<file path="src/rtl/amb_pkg.sv">
// Shared types and codes for the adjacency-matrix graph search block.
// Used by the controller, the datapath and the top level.
package amb_pkg;

    // Input item mode codes
    localparam logic [1:0] MODE_ADD = 2'd0;
    localparam logic [1:0] MODE_BFS = 2'd1;
    localparam logic [1:0] MODE_DFS = 2'd2;

    typedef enum logic [3:0] {
        S_CLEAR,
        S_IDLE,
        S_ADD_RD,
        S_ADD_WR,
        S_INIT,
        S_POP,
        S_ROW,
        S_SCAN,
        S_EMIT
    } t_state;

    // Controller to datapath commands
    typedef struct packed {
        logic clr_step;
        logic accept;
        logic add_write;
        logic init;
        logic pop;
        logic row_load;
        logic scan_step;
        logic emit;
    } t_cmd;

    // Datapath to controller status
    typedef struct packed {
        logic clr_done;
        logic in_add_ok;
        logic in_search;
        logic start_out;
        logic cand_none;
        logic dfs;
        logic count_zero;
        logic out_free;
    } t_status;

endpackage

</file>
<file path="src/rtl/amb_ctrl.sv">
// Sequencing state machine for the graph search block.
// Depends on amb_pkg; drives commands to amb_dp and reads its status.
module amb_ctrl
    import amb_pkg::*;
(
    input  logic    i_clk,
    input  logic    i_rst_n,
    input  logic    i_valid,
    input  t_status i_status,
    output t_cmd    o_cmd,
    output logic    o_stall
);

    t_state r_state;
    t_state n_state;

    // State register
    always_ff @(posedge i_clk) begin
        if (!i_rst_n) begin
            r_state <= S_CLEAR;
        end else begin
            r_state <= n_state;
        end
    end

    // Next state
    always_comb begin
        n_state = r_state;
        unique case (r_state)
            S_CLEAR: begin
                if (i_status.clr_done) n_state = S_IDLE;
            end
            S_IDLE: begin
                if (i_valid && i_status.in_add_ok) n_state = S_ADD_RD;
                else if (i_valid && i_status.in_search) n_state = S_INIT;
            end
            S_ADD_RD: n_state = S_ADD_WR;
            S_ADD_WR: n_state = S_IDLE;
            S_INIT: begin
                n_state = i_status.start_out ? S_EMIT : S_POP;
            end
            S_POP:  n_state = S_ROW;
            S_ROW:  n_state = S_SCAN;
            S_SCAN: begin
                if (i_status.cand_none || i_status.dfs) n_state = S_EMIT;
            end
            S_EMIT: begin
                if (i_status.out_free) begin
                    n_state = i_status.count_zero ? S_IDLE : S_POP;
                end
            end
            default: n_state = S_IDLE;
        endcase
    end

    // Commands
    always_comb begin
        o_cmd = '0;
        unique case (r_state)
            S_CLEAR:  o_cmd.clr_step = 1'b1;
            S_IDLE:   o_cmd.accept = i_valid;
            S_ADD_RD: o_cmd = '0;
            S_ADD_WR: o_cmd.add_write = 1'b1;
            S_INIT:   o_cmd.init = 1'b1;
            S_POP:    o_cmd.pop = 1'b1;
            S_ROW:    o_cmd.row_load = 1'b1;
            S_SCAN:   o_cmd.scan_step = !i_status.cand_none;
            S_EMIT:   o_cmd.emit = i_status.out_free;
            default:  o_cmd = '0;
        endcase
    end

    assign o_stall = (r_state != S_IDLE);

`ifndef SYNTHESIS
    // Clearing pass runs only once after reset
    a_no_reclear: assert property (@(posedge i_clk) disable iff (!i_rst_n)
        (r_state != S_CLEAR) |=> (r_state != S_CLEAR))
        else $error("clearing pass re-entered");
    // Items are taken only when the block is idle
    a_accept_idle: assert property (@(posedge i_clk) disable iff (!i_rst_n)
        o_cmd.accept |-> (r_state == S_IDLE))
        else $error("item taken outside idle");
    // Emit never happens with the output register full and stalled
    a_emit_free: assert property (@(posedge i_clk) disable iff (!i_rst_n)
        o_cmd.emit |-> i_status.out_free)
        else $error("result overwritten");
`endif

endmodule

</file>
<file path="config.mk">
export PLATFORM = sky130hd
export DESIGN_NAME = amb_ctrl
export DESIGN_NICKNAME = d
export VERILOG_FILES = /design/src/rtl/amb_pkg.sv /design/src/rtl/amb_ctrl.sv
export SDC_FILE = /design/constraint.sdc
export NUM_CORES = 1
export LEC_CHECK = 0
export BUFFER_PORTS_ARGS = -buffer_cell sky130_fd_sc_hd__buf_2
export CAP_MARGIN = 20
export CORE_AREA = 2 2 39 41
export DETAILED_ROUTE_END_ITERATION = 10
export DIE_AREA = 0 0 41 43
export MAX_ROUTING_LAYER = met4
export SYNTH_ARGS = -nofsm -noshare
export SYNTH_HDL_FRONTEND = slang
export SYNTH_SLANG_ARGS = --single-unit
export TNS_END_PERCENT = 20
</file>
<file path="constraint.sdc">
create_clock -name i_clk -period 1.8 [get_ports i_clk]
set_clock_uncertainty 0.15 [all_clocks]
set_input_delay 0 -clock i_clk [delete_from_list [all_inputs] [get_ports i_clk]]
set_output_delay 0 -clock i_clk [all_outputs]
set_load 0.02 [all_outputs]
</file>
### Word-level counts from Yosys, hierarchy flattened

Index checks and enable logic that the tools add are counted.

* reductions and logical operators: 6
* mux-type cells: 16
* equal/unequal tests: 13

Operators by type and width (number)
* $pmux 4 s8: 1
* $mux 4: 6
* $eq 4x3->1 const B: 4
* $eq 4x2->1 const B: 2
* $mux 1: 8
* $ne 2x2->1 const B: 3
* $eq 4x1->1 const B: 1
* $eq 4x4->1 const B: 1
* $logic_not 4->1: 1
* $ne 4x1->1 const B: 1
* $reduce_and 4->1: 1
* $mux 3: 1
* $ne 3x3->1 const B: 1
* $logic_and 1x1->1: 2
* $logic_not 1->1: 1
* $logic_or 1x1->1: 1

* bits in registers: 4
* bits of input ports: 11
* logic and storage cells: 36

### Logic depth before layout (Yosys ltp)

Gate-level depths: netlist of run 1.

* depth in word-level cells: 4
* depth in mapped cells: 4
* gate-level depth less buffers: 3

### Worst setup path before layout of run 1

OpenSTA, ideal clock, no wires.

* kind: register to register
* start: reg r_state[3]
* end: reg r_state[2]
* data arrival time: 1.310 ns
* path slack: 0.254 ns
* cell stages (with the launch flop): 5
* data required time: 1.564 ns
* period minus slack after synthesis: 1.546 ns
* library setup time: 0.086 ns
* buffers on the path: 1
* cells stage by stage: dfxtp_1 > buf_4 > or4b_4 > o32a_1 > a221oi_2

* word-level cells in the longest chain between the ends: 3
* elaborated cells on any way between the ends: 14

Ends and longest elaborated chain
* start, declared: RTL line amb_ctrl.sv:14 `t_state r_state;`
* start signal, assigned: RTL line amb_ctrl.sv:22 `r_state <= n_state;`
* $eq 4x1->1 (tied with other cells): RTL line amb_ctrl.sv:29 `unique case (r_state)`
* $ne 3x3->1 (no line) / $ne 2x2->1 (equally long branches)
* $reduce_and 4->1 (no line)

Parallel ways exist; a longest one is shown, timed or not.
A chain may end at the register's enable or synchronous reset.

==> flow_summary.toml, run 1 <==
[final_layout]
drive_above_1_share = 0.413
layout_common_cells = "19 x buf_2, 5 x nor3_1, 5 x a21oi_1, 5 x buf_4"
multi_input_area_sq_um = 258
synthToLayoutAreaGrowth_pct = 49.7
nets = 88
final_cells = 91
top_register = "r_state"
diodes = 0
layout_commonest_cell = "buf_2"
largest_register_ffs = 4
largestRegisters = "r_state: 4 flops"
regArea_sq_um = 80.1
fillers = 149

[worst_setup_path]
end_kind = "output pin"
cpPeakStageDelay_ps = 380
start_kind = "flip-flop"
criticalPathCategory = "reg -> out"
ff2ff_path_depth = 3
crit_fanout = 7
r2r_start = "r_state[3]"
cp_data_arrival_time_ps = 1470
regToRegSetupSlack_ps = 250
cp_data_required_time_ps = 1650
critical-path-slowest-cell = "nor4b_2"
reg2reg_to = "r_state[2]"
cp_cell_sequence = "buf_4 -> nor4b_2 -> and2_1 -> buf_2"

[timing]
period_minus_slack_ps = 1620
worst_slew_pin_slew_ps = 414
hold_slack_ps = 17.7
hold_viol = 0
slew_viol_final = 0
fin_tns_setup_ps = 0
fmax_ghz = 0.618
rsz0062_at_grt = "false"
report.final.setup_viol = 0
max_slew_margin = 0.722
finalCritPeriodShare = 0.899

[min_path]
min_path_cells = 3
worstHoldStart = "i_valid"
hold_class = "in -> reg"
min_to = "r_state[2]"

[die]
initial_core_util = 0.269
die-area_sq_mm = 0.00176
die_y_um = 43
core_sq_mm = 0.00138
die_w_um = 41
io_pins = 20
rows = 14

[global_routing]
grt_pass1_vias = 423
grt_use_total = 0.144
use_met3 = 0.0157
grt_max_degree = 12
grt_pass1_wl_um = 1680
groute.layer.met2.usage = 0.209
grt_antenna_before_repair = 0
grt_use_met1 = 0.177
top_usage_layer = "met2"
grt_overflow_total = 0

[drt]
drcViolationCount = 0
drt_first_iter_violations = 7
via_per_inst = 4.80
totalWireLength_um = 1030
antenna_left = 0
wire_per_inst_um = 11.4
num_vias = 437
dr.pass1.iters = 2

[clock_tree]
clockRootBuffer = "clkbuf_4"
ctsResizeCount = 0
cts_buffer_depth = 2
htreeDepth = 1
cts_buffers = 3
cts.sinks = 4
cts_tree = "built"
cts_hold_buf = 3
clk_pin_slew_ps = 40
post-cts-setup-buffers = 0
insertion_delay_ps = 230

[logic_synthesis]
async_flop_share = 0
synth_warnings = 0
synth_flop_cell = "dfxtp_1"
syn-num-nets = 60
synth_seq_cells = 4
synthCells = 49
syn_area_sq_um = 373
synth_edf_count = 0
yosysTopAreaCellShare = 0.215
synthDistinctLibCells = 26
synth_area_leader_cell = "dfxtp_1"
synthTopCellsByArea = "dfxtp_1 21%, a21oi_1 6.7%, nor3_1 6.7%"
synth_area_per_cell_sq_um = 7.61
seq_area_frac_synth = 0.215

[pwr]
pwr-share-seq = 0.242
p_sw_uw = 186
peakVddDrop_v = 0.000346
power_density_mw_per_mm2 = 843
p_int_uw = 284
clkPwrFrac = 0.232
leakagePower_nw = 0.250
swShare = 0.396
p_comb_frac = 0.526

[place]
dpl.cell_count = 85
gp_congestion = 0.760
io_buffer_count = 19
dp_hpwl_um = 800

[status]
status = "finished, final reports clean"

[flow_run]
max_cap_violations = 0
## synthesized netlist by cell type (all sizes together) (2+ instances only)
library cell / number
o211ai: 3
buf: 2
o21a: 2
inv: 4
clkbuf: 2
nor2: 4
nand2: 2
nor3: 5
a21oi: 5
dfxtp: 4
or3b: 2
## critical path: cells and delay by family (launching register included)
| kind | cells | cell delay [ps] |
|---|---|---|
| buffers and inverters | 2 | 330 |
| DFF | 1 | 350 |
| and+or+nand+nor | 2 | 550 |
## stage by stage
step	util	total power, mW	cell area [sq um]	worst slack, ps
3_5_place_dp	0.365	0.358	505	255
4_1_cts	0.403	0.480	558	153
3_3_place_gp	0.365	0.358	505	282
6_report	0.403	0.470	558	182
2_1_floorplan	-	0.271	373	254
5_1_grt	0.403	0.505	558	54.5
## cells by family after synthesis
group	Yosys count	synth area share
compound gates	16	0.322
buf+inv	8	0.0940
flops	4	0.215
mux	1	0.0302
simple gates	20	0.339
## final cells by class
type,count,share of cell area
Multi-Input combinational cell,37,0.462
Tap cell,16,0.0359
Timing Repair Buffer,27,0.291
Sequential cell,4,0.143
Inverter,4,0.0269
Clock buffer,3,0.0404
## worst max-delay path by stage
stage,to,cells after the start,from
after global placement,r_state[2],3,r_state[3]
final,o_cmd[6],4,r_state[2]
after global routing,o_cmd[6],4,r_state[2]
after floorplan,r_state[2],4,r_state[3]
after CTS,o_cmd[6],4,r_state[2]
after detailed placement,r_state[2],3,r_state[3]
## layer usage
layer / wire length, um / vias up
li1: - / 235
met1: 457 / 191
met2: 505 / 9
met3: 52 / 2
met4: 19 / 0
met5: 0 / -
## power by group through the flow
stage               combinational, mW  sequential [mW]  clock, mW
finish                          0.247            0.114      0.109
global placement                0.244            0.115          0
CTS                             0.249            0.114      0.118
global route                    0.272            0.116      0.117
detailed placement              0.243            0.115          0
floorplan                       0.160            0.111          0
(Power assumes the default switching activity.)
==> run 2: changes to the inputs <==
- ABC_AREA: default -> 1
==> flow_summary.toml, run 2 <==
[status]
status = "finished, final reports clean"

[final_layout]
nets = 117
largestRegisters = "r_state: 4 flops"
top_register = "r_state"
diodes = 0
drive_above_1_share = 0.365
layout_commonest_cell = "nand2_1"
final_cell_area_sq_um = 589
largest_register_ffs = 4
synthToLayoutAreaGrowth_pct = 39.8
layout_common_cells = "20 x nand2_1, 19 x buf_2, 18 x nor2_1"

[logic_synthesis]
synth_common_cells = "20 x nand2_1, 18 x nor2_1, 10 x inv_1"
synthTopCellsByArea = "dfxtp_1 19%, nand2_1 18%, nor2_1 16%"
synthDistinctLibCells = 14
synthCells = 79
syn-num-nets = 90
synth_area_per_cell_sq_um = 5.34
yosysTopAreaCellShare = 0.190
synth_area_leader_cell = "dfxtp_1"
syn_area_sq_um = 422
synth_warnings = 0
synth_edf_count = 0
synth_seq_cells = 4
async_flop_share = 0
seq_area_frac_synth = 0.190
yosysMostFrequentCell = "nand2_1"
synth_flop_cell = "dfxtp_1"

[worst_setup_path]
criticalPathCategory = "in -> reg"
crit_fanout = 4
reg2reg_to = "r_state[0]"
regToRegSetupSlack_ps = 470
start_kind = "input port"
cp_data_arrival_time_ps = 1650
cp_data_required_time_ps = 1780
end_kind = "flip-flop"
ff2ff_path_depth = 9
r2r_start = "r_state[3]"

[clock_tree]
htreeDepth = 1
ctsResizeCount = 0
cts_buffer_depth = 2
clk_pin_slew_ps = 40
cts.sinks = 4
insertion_delay_ps = 230
cts_buffers = 3
cts_tree = "built"
clockRootBuffer = "clkbuf_4"
cts_hold_buf = 3
post-cts-setup-buffers = 0

[place]
io_buffer_count = 19
dpl_cell_area_sq_um = 537
dp_hpwl_um = 953
gp_congestion = 0.795

[min_path]
hold_class = "in -> reg"
min_to = "r_state[3]"
worstHoldStart = "i_status[4]"
min_path_cells = 7

[drt]
dr.pass1.iters = 4
via_per_inst = 4.48
num_vias = 538
totalWireLength_um = 1090
antenna_left = 0
drt_first_iter_violations = 13
drcViolationCount = 0
wire_per_inst_um = 9.09

[die]
core_sq_mm = 0.00138
die_y_um = 43
rows = 14
io_pins = 20
die_w_um = 41
die-area_sq_mm = 0.00176
initial_core_util = 0.305

[timing]
max_slew_margin = 0.814
fin_tns_setup_ps = 0
period_minus_slack_ps = 1670
report.final.setup_viol = 0
worst_slew_pin_slew_ps = 277
hold_slack_ps = 46.5
finalCritPeriodShare = 0.926
hold_viol = 0
rsz0062_at_grt = "false"
fmax_ghz = 0.600
slew_viol_final = 0

[global_routing]
grt_pass1_vias = 455
grt_pass1_wl_um = 1720
grt_use_total = 0.150
grt_overflow_total = 0
grt_max_degree = 6
grt_antenna_before_repair = 0

[pwr]
power_density_mw_per_mm2 = 1510
leakagePower_nw = 0.354
peakVddDrop_v = 0.000528

[flow_run]
max_cap_violations = 0
[run 2: cell types whose count changed after synthesis, moves of 3 or more]
| cell | before | now |
|---|---|---|
| nor3_1 | 5 | 2 |
| inv_1 | 4 | 10 |
| o211ai_1 | 3 | 0 |
| inv_2 | 0 | 3 |
| nor2_2 | 0 | 6 |
| nand2_2 | 0 | 6 |
| nand2_1 | 2 | 20 |
| a21oi_1 | 5 | 0 |
| nand3_1 | 0 | 4 |
| nor2_1 | 4 | 18 |
[run 2: area by class of cell]
type                       count  area, sq um
tap                           16         20.0
timing repair buffer          22          125
inverter                      13         48.8
clock buffer                   3         22.5
fill                         150          795
multi-input combinational     62          293
sequential                     4         80.1
[run 2: power breakdown]
group	internal [mW]	switching (mW)
registers	0.124	0.0451
clock network	0.0744	0.0348
logic	0.207	0.406
total	0.406	0.486
[run 2: metal layers]
| metal | vias to the layer above | share of wire | GRT usage |
|---|---|---|---|
| met5 | - | 0 | - |
| met4 | 0 | 0.022 | 0.100 |
| met3 | 3 | 0.051 | 0.0314 |
| met2 | 17 | 0.48 | 0.219 |
| met1 | 228 | 0.44 | 0.177 |
| li1 | 290 | - | - |
[run 2: how the worst max path moves through the flow]
stage	from	to	slack (ps)	cells after the start
finish	i_status[2]	r_state[3]	130	9
global route	i_status[2]	r_state[2]	80	10
CTS	i_status[2]	r_state[3]	140	9
detailed placement	r_state[3]	r_state[0]	460	9
global placement	r_state[3]	r_state[0]	470	9
floorplan	r_state[0]	r_state[0]	510	7
[run 2: through the flow]
stage | util | instances | setup slack [ps] | total power, mW
2_1_floorplan | - | 79 | 506 | 0.632
3_3_place_gp | 0.388 | 114 | 473 | 0.778
3_5_place_dp | 0.388 | 114 | 464 | 0.783
4_1_cts | 0.426 | 120 | 144 | 0.901
5_1_grt | 0.426 | 120 | 80.2 | 0.985
6_report | 0.426 | 120 | 133 | 0.892
[run 2: worst max-delay path: stages]
cell           delay, ps
dlygate4sd3_1        520
buf_2                110
nor2_1                90
dlygate4sd3_1        570
nand2_2               70
nand2_2               80
nor2_4                40
nor2_1               110
nor2_2                50
[run 2: cells by family after synthesis]
kind of cell,after synthesis,share of synthesized area
buffers and inverters,13,0.116
AOI/OAI and AO/OA,2,0.0297
DFF,4,0.190
and+or+nand+nor,60,0.665
